## src/rtl/core/assert_macros.svh

```systemverilog
// ----------------------------------------------------------------------------
// Assertion macros
// Shared concurrent assertion helpers for the RTL in this folder.
// ----------------------------------------------------------------------------
`ifndef ASSERT_MACROS_SVH
`define ASSERT_MACROS_SVH

// Generic form: explicit clock and active-low reset.
`define ASSERT_CLK_RST(label, clk_sig, rst_n_sig, prop, msg) \
	label: assert property (@(posedge clk_sig) disable iff (!rst_n_sig) (prop)) \
		else $error(msg);

// House form: the block clock and reset.
`define ASSERT_STD(label, prop, msg) \
	`ASSERT_CLK_RST(label, clk, arst_n, prop, msg)

`endif

```

## src/rtl/core/bts_pkg.sv

```systemverilog
// ----------------------------------------------------------------------------
// Branch target set package
// Sizes, operation codes and the structs shared by the set cells.
// ----------------------------------------------------------------------------
package bts_pkg;

	// Number of ways in the set and the width of a way number.
	localparam int WAYS  = 8;
	localparam int WAY_W = (WAYS > 1) ? $clog2(WAYS) : 1;

	typedef logic [WAY_W-1:0] way_idx_t;
	typedef logic [2:0]       op_t;

	// Operation codes.
	localparam op_t OP_PROBE     = 3'd0;
	localparam op_t OP_ACCESS    = 3'd1;
	localparam op_t OP_INSERT    = 3'd2;
	localparam op_t OP_INVAL     = 3'd3;
	localparam op_t OP_INVAL_ALL = 3'd4;

	// Broadcast to every way cell during the execute cycle.
	typedef struct packed {
		logic        exec;
		op_t         op;
		logic [63:0] pc;
		logic [63:0] data;
	} cell_ctrl_t;

	// Priority chain handed from way cell to way cell, lowest way first.
	typedef struct packed {
		logic        hit;
		way_idx_t    hit_way;
		logic [63:0] rdata;
		logic        free;
		way_idx_t    free_way;
	} way_chain_t;

	// Low three bits of a way number, zero-extended for small sets.
	function automatic logic [2:0] way_field(way_idx_t w);
		logic [WAY_W+2:0] ext;
		ext = {3'b000, w};
		return ext[2:0];
	endfunction

endpackage

```

## src/rtl/core/bts_way_cell.sv

```systemverilog
// ----------------------------------------------------------------------------
// Branch target way cell
// Holds one way (tag, valid, payload), compares it against the broadcast
// address and extends the hit and free-way priority chain.
// ----------------------------------------------------------------------------
module bts_way_cell (
	input  logic                clk,
	input  logic                arst_n,
	input  bts_pkg::way_idx_t   cell_index,
	input  bts_pkg::cell_ctrl_t ctrl,
	input  bts_pkg::way_idx_t   victim,
	input  bts_pkg::way_chain_t chain_in,
	output bts_pkg::way_chain_t chain_out
);
	import bts_pkg::*;

	logic        valid_q;
	logic [63:0] tag_q;
	logic [63:0] payload_q;
	logic        match;
	logic        first_hit;
	logic        first_free;
	logic        write_en;

	// Tag compare and the first-match / first-free selection.
	assign match      = valid_q && (tag_q == ctrl.pc);
	assign first_hit  = match && !chain_in.hit;
	assign first_free = !valid_q && !chain_in.free;
	assign write_en   = ctrl.exec && (ctrl.op == OP_INSERT) && (victim == cell_index);

	// Extend the chain toward the higher ways.
	always_comb begin
		chain_out.hit      = chain_in.hit | match;
		chain_out.hit_way  = chain_in.hit_way | (first_hit ? cell_index : '0);
		chain_out.rdata    = chain_in.rdata | (first_hit ? payload_q : 64'd0);
		chain_out.free     = chain_in.free | !valid_q;
		chain_out.free_way = chain_in.free_way | (first_free ? cell_index : '0);
	end

	// Valid bit: set by insert, cleared by a matching invalidate or by flush.
	always_ff @(posedge clk or negedge arst_n) begin
		if (!arst_n) begin
			valid_q <= 1'b0;
		end else if (ctrl.exec) begin
			unique case (ctrl.op)
				OP_INSERT: begin
					if (write_en) valid_q <= 1'b1;
				end
				OP_INVAL: begin
					if (match) valid_q <= 1'b0;
				end
				OP_INVAL_ALL: begin
					valid_q <= 1'b0;
				end
				default: begin
				end
			endcase
		end
	end

	// Tag and payload storage, written only by insert.
	always_ff @(posedge clk) begin
		if (write_en) begin
			tag_q     <= ctrl.pc;
			payload_q <= ctrl.data;
		end
	end

endmodule

```

## src/rtl/core/bts_lru_cell.sv

```systemverilog
// ----------------------------------------------------------------------------
// Recency slot cell
// One slot of the oldest-to-newest way list. On promotion, each slot from the
// promoted way up copies its upper neighbor; the top takes the promoted way.
// ----------------------------------------------------------------------------
module bts_lru_cell (
	input  logic              clk,
	input  logic              arst_n,
	input  bts_pkg::way_idx_t reset_way,
	input  logic              promote_en,
	input  bts_pkg::way_idx_t promote_way,
	input  logic              seen_in,
	input  bts_pkg::way_idx_t next_way,
	output logic              seen_out,
	output bts_pkg::way_idx_t slot_way
);
	import bts_pkg::*;

	way_idx_t slot_q;

	// Tell the upper slots whether the promoted way sits here or below.
	assign seen_out = seen_in | (slot_q == promote_way);
	assign slot_way = slot_q;

	// Shift down by one from the promoted way's position.
	always_ff @(posedge clk or negedge arst_n) begin
		if (!arst_n) begin
			slot_q <= reset_way;
		end else if (promote_en && seen_out) begin
			slot_q <= next_way;
		end
	end

endmodule

```

## src/rtl/core/branch_target_set_lru.sv

```systemverilog
// ----------------------------------------------------------------------------
// Branch target set with LRU replacement
// The result is computed in the execute state and presented from the result register in the done state.
// One item at a time: a new item is accepted only after the result is handed off (capture, execute, hand-off).
// Reset clears every valid bit and sets the recency list to way 0 oldest.
// ----------------------------------------------------------------------------
module branch_target_set_lru (
	input  logic        clk,
	input  logic        arst_n,
	input  logic        req_valid,
	output logic        req_stall,
	input  logic [2:0]  operation,
	input  logic [63:0] branch_pc,
	input  logic [63:0] entry_data,
	output logic        rsp_valid,
	input  logic        rsp_stall,
	output logic        hit,
	output logic [2:0]  way,
	output logic [63:0] read_data
);
	import bts_pkg::*;
	`include "assert_macros.svh"

	localparam logic [1:0] ST_IDLE = 2'd0;
	localparam logic [1:0] ST_EXEC = 2'd1;
	localparam logic [1:0] ST_DONE = 2'd2;

	logic [1:0]  state_q;
	op_t         op_q;
	logic [63:0] pc_q;
	logic [63:0] data_q;
	logic        hit_q;
	logic [2:0]  way_q;
	logic [63:0] rdata_q;

	cell_ctrl_t  ctrl;
	way_chain_t  chain [WAYS+1];
	way_idx_t    slot  [WAYS];
	logic        seen  [WAYS+1];
	way_idx_t    victim;
	logic        promote_en;
	way_idx_t    promote_way;
	logic        res_hit;
	logic [2:0]  res_way;
	logic [63:0] res_rdata;

	// Handshake: one item in flight at a time.
	assign req_stall = (state_q != ST_IDLE);
	assign rsp_valid = (state_q == ST_DONE);
	assign hit       = hit_q;
	assign way       = way_q;
	assign read_data = rdata_q;

	// Sequencer.
	always_ff @(posedge clk or negedge arst_n) begin
		if (!arst_n) begin
			state_q <= ST_IDLE;
		end else begin
			unique case (state_q)
				ST_IDLE: begin
					if (req_valid) state_q <= ST_EXEC;
				end
				ST_EXEC: begin
					state_q <= ST_DONE;
				end
				ST_DONE: begin
					if (!rsp_stall) state_q <= ST_IDLE;
				end
				default: begin
					state_q <= ST_IDLE;
				end
			endcase
		end
	end

	// Item capture.
	always_ff @(posedge clk) begin
		if (req_valid && !req_stall) begin
			op_q   <= operation;
			pc_q   <= branch_pc;
			data_q <= entry_data;
		end
	end

	// Broadcast to the way cells.
	always_comb begin
		ctrl.exec = (state_q == ST_EXEC);
		ctrl.op   = op_q;
		ctrl.pc   = pc_q;
		ctrl.data = data_q;
	end

	assign chain[0] = '0;
	assign seen[0]  = 1'b0;

	// Row of way cells, lowest way first.
	for (genvar i = 0; i < WAYS; i++) begin : g_way
		bts_way_cell u_cell (
			.clk       (clk),
			.arst_n    (arst_n),
			.cell_index(way_idx_t'(i)),
			.ctrl      (ctrl),
			.victim    (victim),
			.chain_in  (chain[i]),
			.chain_out (chain[i+1])
		);
	end

	// Row of recency slots, oldest first.
	for (genvar i = 0; i < WAYS; i++) begin : g_lru
		way_idx_t next_way;
		if (i == WAYS - 1) begin : g_top
			assign next_way = promote_way;
		end else begin : g_mid
			assign next_way = slot[i+1];
		end
		bts_lru_cell u_slot (
			.clk        (clk),
			.arst_n     (arst_n),
			.reset_way  (way_idx_t'(i)),
			.promote_en (promote_en),
			.promote_way(promote_way),
			.seen_in    (seen[i]),
			.next_way   (next_way),
			.seen_out   (seen[i+1]),
			.slot_way   (slot[i])
		);
	end

	// Replacement choice: lowest invalid way, else the oldest way.
	assign victim = chain[WAYS].free ? chain[WAYS].free_way : slot[0];

	// Result and recency update for the item in execute.
	always_comb begin
		promote_en  = 1'b0;
		promote_way = chain[WAYS].hit_way;
		res_hit     = 1'b0;
		res_way     = 3'd0;
		res_rdata   = 64'd0;
		unique case (op_q)
			OP_PROBE, OP_ACCESS: begin
				if (chain[WAYS].hit) begin
					res_hit    = 1'b1;
					res_way    = way_field(chain[WAYS].hit_way);
					res_rdata  = chain[WAYS].rdata;
					promote_en = ctrl.exec && (op_q == OP_ACCESS);
				end
			end
			OP_INSERT: begin
				res_hit     = 1'b1;
				res_way     = way_field(victim);
				promote_way = victim;
				promote_en  = ctrl.exec;
			end
			OP_INVAL: begin
				if (chain[WAYS].hit) begin
					res_hit = 1'b1;
					res_way = way_field(chain[WAYS].hit_way);
				end
			end
			default: begin
			end
		endcase
	end

	// Result register.
	always_ff @(posedge clk) begin
		if (ctrl.exec) begin
			hit_q   <= res_hit;
			way_q   <= res_way;
			rdata_q <= res_rdata;
		end
	end

	`ASSERT_STD(a_rsp_blocks_req, rsp_valid |-> req_stall, "request taken while result pending")
	`ASSERT_STD(a_insert_hit, (ctrl.exec && op_q == OP_INSERT) |=> hit_q, "insert without hit")
	`ASSERT_STD(a_promote_newest, (ctrl.exec && promote_en) |=> (slot[WAYS-1] == $past(promote_way)), "promoted way not newest")
	`ASSERT_STD(a_flush_empty, (ctrl.exec && op_q == OP_INVAL_ALL) |=> (chain[WAYS].free && chain[WAYS].free_way == '0), "ways valid after flush")

endmodule

```

## config.mk

```make
export PLATFORM = sky130hd
export DESIGN_NAME = branch_target_set_lru
export DESIGN_NICKNAME = d
export VERILOG_FILES = /design/src/rtl/core/bts_pkg.sv /design/src/rtl/core/bts_way_cell.sv /design/src/rtl/core/bts_lru_cell.sv /design/src/rtl/core/branch_target_set_lru.sv
export VERILOG_INCLUDE_DIRS = /design/src /design/src/rtl/core
export SDC_FILE = /design/constraint.sdc
export NUM_CORES = 1
export LEC_CHECK = 0
export BUFFER_PORTS_ARGS = -buffer_cell sky130_fd_sc_hd__buf_2
export CAP_MARGIN = 0
export CORE_ASPECT_RATIO = 1.4
export CORE_MARGIN = 2
export CORE_UTILIZATION = 45
export DETAILED_ROUTE_END_ITERATION = 12
export PLACE_DENSITY = 0.66
export SYNTH_ARGS = -nofsm -noshare
export SYNTH_HDL_FRONTEND = slang
export SYNTH_SLANG_ARGS = --single-unit
```

## constraint.sdc

```tcl
create_clock -name clk -period 17.7 [get_ports clk]
set_input_delay 3.54 -clock clk [delete_from_list [all_inputs] [get_ports clk]]
set_output_delay 3.54 -clock clk [all_outputs]
set_load 0.01 [all_outputs]
```

# Yosys cells after proc, flatten, opt, wreduce, memory -nomap -nowiden
# Cells that the tools add are included.
dict set report word_totals {
  latch_bits 0
  memories 0
  mem_bits_ro 0
  word_cells 263
  output_inout_bits 70
  ram_bits 0
  register_bits 1257
}
dict set report op_classes {
  muxes 57
  addsub 0
  reduce_logical 80
  eq_ne 47
  n_shift 0
  order_cmp 0
  bitwise_logic 40
  div 0
  n_mul 0
}
# cell count
set ops {}
lappend ops {{$eq 64x64->1} 8}
lappend ops {{$mux 64} 8}
lappend ops {{$or 64x64->64} 7}
lappend ops {{$logic_and 1x1->1} 41}
lappend ops {{$mux 3} 11}
lappend ops {{$ne 2x1->1 const B} 16}
lappend ops {{$reduce_and 4->1} 8}
lappend ops {{$or 3x3->3} 10}
lappend ops {{$eq 3x3->1} 8}
lappend ops {{$pmux 1 s3} 8}
lappend ops {{$logic_not 1->1} 22}
lappend ops {{$or 1x1->1} 21}
lappend ops {{$mux 1} 20}
lappend ops {{$eq 3x3->1 const B} 5}
lappend ops {{$eq 3x2->1 const B} 4}
lappend ops {{$mux 2} 6}
lappend ops {{$eq 3x1->1 const B} 2}
lappend ops {{$logic_not 3->1} 2}
lappend ops {{$or 1x3->3} 2}
lappend ops {{$pmux 2 s3} 1}
lappend ops {{$pmux 3 s2} 1}
lappend ops {{$ne 2x2->1 const B} 2}
lappend ops {{$pmux 1 s2} 2}
lappend ops {{$reduce_and 2->1} 2}
lappend ops {{7 further kinds} 7}

# Depth between registers and ports, before layout
dict set report depth {
  ltp_word 22
  ltp_mapped 15
  mapped_depth_nobuf 12
}

# Worst setup path before layout
# OpenSTA, ideal clock, no wires.
dict set report synth_timing {
  kind {reg2reg}
  from {register state_q[1]}
  to {register g_way[4].u_cell.payload_q[0] (enable)}
  period_less_slack_ps 16082
  path_slack_ps 1618
  setup_time_ps 937
  n_path_buf 1
  stages_incl_launch_ff 5
  required_time_ps 16763
  arrival_time_ps 15145
  path_cell_list {dfrtp_1 nor2b_1 clkbuf_1 nand2_1 nor4_1}
}
dict set report synth_via {
  elab_chain_len 3
}
# item line_no
set synth_rtl {}
lappend synth_rtl {{start, declared} branch_target_set_lru.sv:28} ;# logic [1:0] state_q;
lappend synth_rtl {{start signal, assigned} branch_target_set_lru.sv:57} ;# state_q <= ST_IDLE;
lappend synth_rtl {{start signal, assigned} branch_target_set_lru.sv:61} ;# if (req_valid) state_q <= ST_EXEC;
lappend synth_rtl {{start signal, assigned} branch_target_set_lru.sv:64} ;# state_q <= ST_DONE;
lappend synth_rtl {{$eq 2x1->1} branch_target_set_lru.sv:87} ;# ctrl.exec = (state_q == ST_EXEC);
lappend synth_rtl {{$logic_and 1x1->1 (2 in series)} bts_way_cell.sv:29} ;# assign write_en = ctrl.exec && (ctrl.op == OP_INSERT) && (victim == cell_index);
lappend synth_rtl {{named net g_way[4].u_cell.write_en} bts_way_cell.sv:23} ;# logic write_en;
lappend synth_rtl {{end signal, assigned} bts_way_cell.sv:65} ;# payload_q <= ctrl.data;
lappend synth_rtl {{end, declared} bts_way_cell.sv:19} ;# logic [63:0] payload_q;
# The timed path passes the listed nets, and every way through them passes these cells.
# A chain may end at the register's enable or synchronous reset.

# Worst setup path after layout
dict set report layout_timing {
  from {register pc_q[24]}
  to {register g_lru[6].u_slot.slot_q[0]}
}
dict set report layout_via {
  elab_chain_len 21
  elab_cells_between_ends 67
}
# item line_no
set layout_rtl {}
lappend layout_rtl {{start, declared} branch_target_set_lru.sv:30} ;# logic [63:0] pc_q;
lappend layout_rtl {{start signal, assigned} branch_target_set_lru.sv:80} ;# pc_q <= branch_pc;
lappend layout_rtl {{$eq 64x64->1} bts_way_cell.sv:26} ;# assign match = valid_q && (tag_q == ctrl.pc);
lappend layout_rtl {{$logic_and 1x1->1} bts_way_cell.sv:26}
lappend layout_rtl {{$or 1x1->1} bts_way_cell.sv:33} ;# chain_out.hit = chain_in.hit | match;
lappend layout_rtl {{$or 1x1->1 / $logic_not 1->1 (equally long branches)} {bts_way_cell.sv:33, bts_way_cell.sv:27}}
lappend layout_rtl {{$logic_not 1->1, or another cell as far along} bts_way_cell.sv:27} ;# assign first_hit = match && !chain_in.hit;
lappend layout_rtl {{$logic_and 1x1->1, or another cell as far along} bts_way_cell.sv:27}
lappend layout_rtl {{$mux 2, or another cell as far along} bts_way_cell.sv:34} ;# chain_out.hit_way = chain_in.hit_way | (first_hit ? cell_index : '0);
lappend layout_rtl {{$or 3x3->3, or another cell as far along (3 in series)} bts_way_cell.sv:34}
lappend layout_rtl {{$or 3x3->3 / $mux 3 (equally long branches)} bts_way_cell.sv:34}
lappend layout_rtl {{$or 3x3->3} bts_way_cell.sv:34}
lappend layout_rtl {{$mux 3} branch_target_set_lru.sv:140} ;# unique case (op_q)
lappend layout_rtl {{$eq 3x3->1} bts_lru_cell.sv:22} ;# assign seen_out = seen_in | (slot_q == promote_way);
lappend layout_rtl {{$or 1x1->1 (6 in series)} bts_lru_cell.sv:22}
lappend layout_rtl {{$logic_and 1x1->1 (*)} bts_lru_cell.sv:29} ;# end else if (promote_en && seen_out) begin
lappend layout_rtl {{end signal, assigned} bts_lru_cell.sv:28} ;# slot_q <= reset_way;
lappend layout_rtl {{end signal, assigned} bts_lru_cell.sv:30} ;# slot_q <= next_way;
lappend layout_rtl {{end, declared} bts_lru_cell.sv:19} ;# way_idx_t slot_q;
# Every way passes the cells marked *; elsewhere a longest branch is shown, timed or not.

==> results.cfg <==
[outcome]
status = finished clean

[timing]
grt_setup_unrepaired = false
period_minus_slack_ns = 6.049
slew_headroom = 0.2017
finalSetupViolations = 0
drv_slew = 0
fin_ws_ns = 11.65
max_freq_mhz = 165.3
tightest_slew_ns = 1.197
hold_viol_final = 0
setup_tns_ns = 0
skew_ns = 0.06819
fin_crit_sh = 0.3418

[min_path]
hp-class = reg -> reg

[grt]
track_usage = 0.2560
antenna_found_initial = 20
grt_pass1_wl_um = 210800
grt_max_degree = 66
grt_overflow = 0
grt_pass1_vias = 29350

[synthesis]
ys_seq_area_frac = 0.7435
synth_edf_count = 1223
synth_warnings = 0
yosysUniqueCellTypes = 68
synth_ff_type = edfxtp_1
syn_nets = 3316
syn_avg_cell_area_um2 = 15.89
synth-async-reset-ratio = 0.02705
ys_ff_latch = 1257
synthCells = 3181
synth.cell_area_mm2 = 0.05056

[floorplanning]
start_util = 0.4532
dieWidth_um = 287.3
core.rowCount = 145
core_mm2 = 0.1116
dieArea_mm2 = 0.1151
io_pins = 205
die_y_um = 400.6

[worst_setup_path]
arrival_ns = 6.63
required_ns = 18.28
cp-end-kind = flop
critical_path_class = reg -> reg
critPathLaunchType = flop
crit_path_max_fanout = 29

[routing]
wl_per_cell_um = 29.54
drc = 0
wl_um = 148500
vias_per_cell = 5.959
first_pass_iters = 5
num_vias = 29950
detail-route-antenna-nets = 0
first_iter_violations = 3045

[cts]
path_clk_slew_ns = 0.07
cts_root_buf = clkbuf_16
cts_tree = done
htree_levels = 3
clk_path_buf_depth = 3
post_cts_buffers = 0
ctsResizeCount = 0
cts_hold_buf = 0
clock-sinks = 1257
clock_latency_ns = 0.75
cts_buffers = 115

[layout]
fin_nets = 3587
area_growth_pct = 14.53
fin_cells = 5026
fillers = 9068
layout-drive-gt1-share = 0.1528

[place]
detailed_place_hpwl_um = 94090
gp_congestion = 0.9525
io_buffers = 204
dp.cells = 4805
dp_slack_ns = 10.87

[power_and_ir_drop]
leakage_nw = 18.31
p_total_w = 0.007272
ir_worst_vdd_mv = 0.1210
p_per_area_mw_per_mm2 = 125.6

[flow_run]
drv_cap = 0
[worst paths after layout]
check	depth (start not counted)	slack [ns]	endpoint	start
min	2	0.48	g_lru[7].u_slot.slot_way[2]$_DFFE_PN1P_	g_lru[7].u_slot.slot_way[2]$_DFFE_PN1P_
max	12	11.65	g_lru[6].u_slot.slot_way[0]$_DFFE_PN0P_	pc_q[24]$_DFFE_PP_
max reg2reg	12	11.65	g_lru[6].u_slot.slot_way[0]$_DFFE_PN0P_	pc_q[24]$_DFFE_PP_
min in group asynchronous	1	2.89	state_q[1]$_DFFE_PN0P_	arst_n
max in group asynchronous	1	14.23	g_way[0].u_cell.valid_q$_DFFE_PN0P_	arst_n
min reg2reg	2	0.48	g_lru[7].u_slot.slot_way[2]$_DFFE_PN1P_	g_lru[7].u_slot.slot_way[2]$_DFFE_PN1P_
[synth_stat cells, types with 4 or more instances]
library cell / n / area, µm²
nor2_1: 61 / 229.0
buf_1: 14 / 52.55
a21oi_1: 8 / 40.04
xor2_1: 131 / 1147
nand2_1: 70 / 262.8
a21o_1: 5 / 37.54
o211ai_1: 6 / 45.04
a2111oi_0: 4 / 35.03
a31oi_1: 66 / 412.9
and3_1: 6 / 37.54
or3_1: 7 / 43.79
mux2_2: 11 / 123.9
nand3_1: 41 / 205.2
nor4b_1: 11 / 96.34
a221oi_1: 64 / 560.5
nand2b_1: 215 / 1345
mux2_1: 8 / 90.09
buf_2: 5 / 25.02
dfrtp_1: 22 / 550.5
nand4_1: 187 / 1170
a2bb2oi_1: 64 / 560.5
xnor2_1: 275 / 2409
o22ai_1: 6 / 37.54
mux2i_1: 5 / 50.05
o21ai_0: 29 / 145.1
nor3_1: 99 / 495.5
or4_1: 16 / 120.1
nor2b_1: 19 / 118.9
dfstp_2: 12 / 315.3
nor4_1: 91 / 569.3
nand3b_1: 4 / 30.03
o221ai_1: 4 / 35.03
o2111ai_1: 25 / 219.0
a22oi_1: 130 / 975.9
nand4b_1: 6 / 52.55
inv_1: 52 / 195.2
edfxtp_1: 1223 / 36730
and4_1: 4 / 35.03
clkbuf_1: 125 / 469.2
[where the power goes]
| part | switching [W] | internal [W] |
|---|---|---|
| clock network | 0.00113 | 0.00159 |
| registers | 0.000142 | 0.00353 |
| logic | 0.000633 | 0.000248 |
| total | 0.00190 | 0.00537 |
[registers in the layout, summed over array words and instances (netlist names)]
name                    flops
data_q                     64
way                         3
g_lru.u_slot.slot_way      24
read_data                  64
state_q                     2
g_way.u_cell.payload_q    512
hit                         1
op_q                        3
g_way.u_cell.tag_q        512
g_way.u_cell.valid_q        8
pc_q                       64
[stage by stage]
stage,cell area [µm²],hold slack (ns),utilization
after global placement,53720,0.4564,0.4815
after floorplan,50560,0.4479,-
after CTS,57900,0.4792,0.5189
final,57910,0.4800,0.5190
after global routing,57900,0.4912,0.5189
after detailed placement,53720,0.4682,0.4815
[cells by family (layout without fill, tap and decap cells)]
kind of cell,count (synthesis),in the layout,share of synthesized area
AOI/OAI and AO/OA,435,435,0.06622
xor gates and xnor gates,407,407,0.07065
buffers and inverters,199,572,0.01527
DFF,1257,1257,0.7435
muxes,27,27,0.006112
other,0,2,0
and+or+nand+nor,856,856,0.09827
[routing by layer]
| layer | up-vias | wire (µm) | GRT usage |
|---|---|---|---|
| met1 | 15160 | 55880 | 0.3192 |
| li1 | 13070 | - | - |
| met4 | 30 | 8421 | 0.1341 |
| met5 | - | 160 | 0 |
| met3 | 303 | 11210 | 0.04687 |
| met2 | 1392 | 72780 | 0.4246 |
[cell type report]
type                    instances  area, µm²  share of cell area
multi-input cells            1725      12340              0.2132
clock buffers                 134       3010             0.05199
well taps                    1470       1839             0.03176
repair buffers                301       1749             0.03021
inverters                      52      195.2            0.003371
diodes                          2      5.005          0.00008643
flip-flops and latches       1257      37590              0.6492
clock inverters                85       1172             0.02025
[critical path, stage by stage, from the launching register on]
cell	delay, ns
edfxtp_1	0.95
xnor2_1	0.26
nand4_1	0.16
nor4_1	0.91
nand3_4	0.61
o22ai_1	0.83
nor3_1	0.31
nand2_1	0.22
o211ai_1	0.14
nor3b_1	0.18
a221oi_4	0.47
and4_1	0.48
mux2_4	0.33
[layout by cell type, fill, tap and decap left out, drive strengths merged, types with 30 or more instances in the layout]
cell type and instances:
edfxtp 1223, inv 56, buf 301, nor2 61
a2bb2oi 64, clkbuf 134, xnor2 276, xor2 131
nor4 91, nand2b 215, nand2 70, clkinv 48
nor3 99, nand3 41, a31oi 66, a22oi 130
nand4 187, o21ai 30, a221oi 65
(Power assumes the default switching activity.)
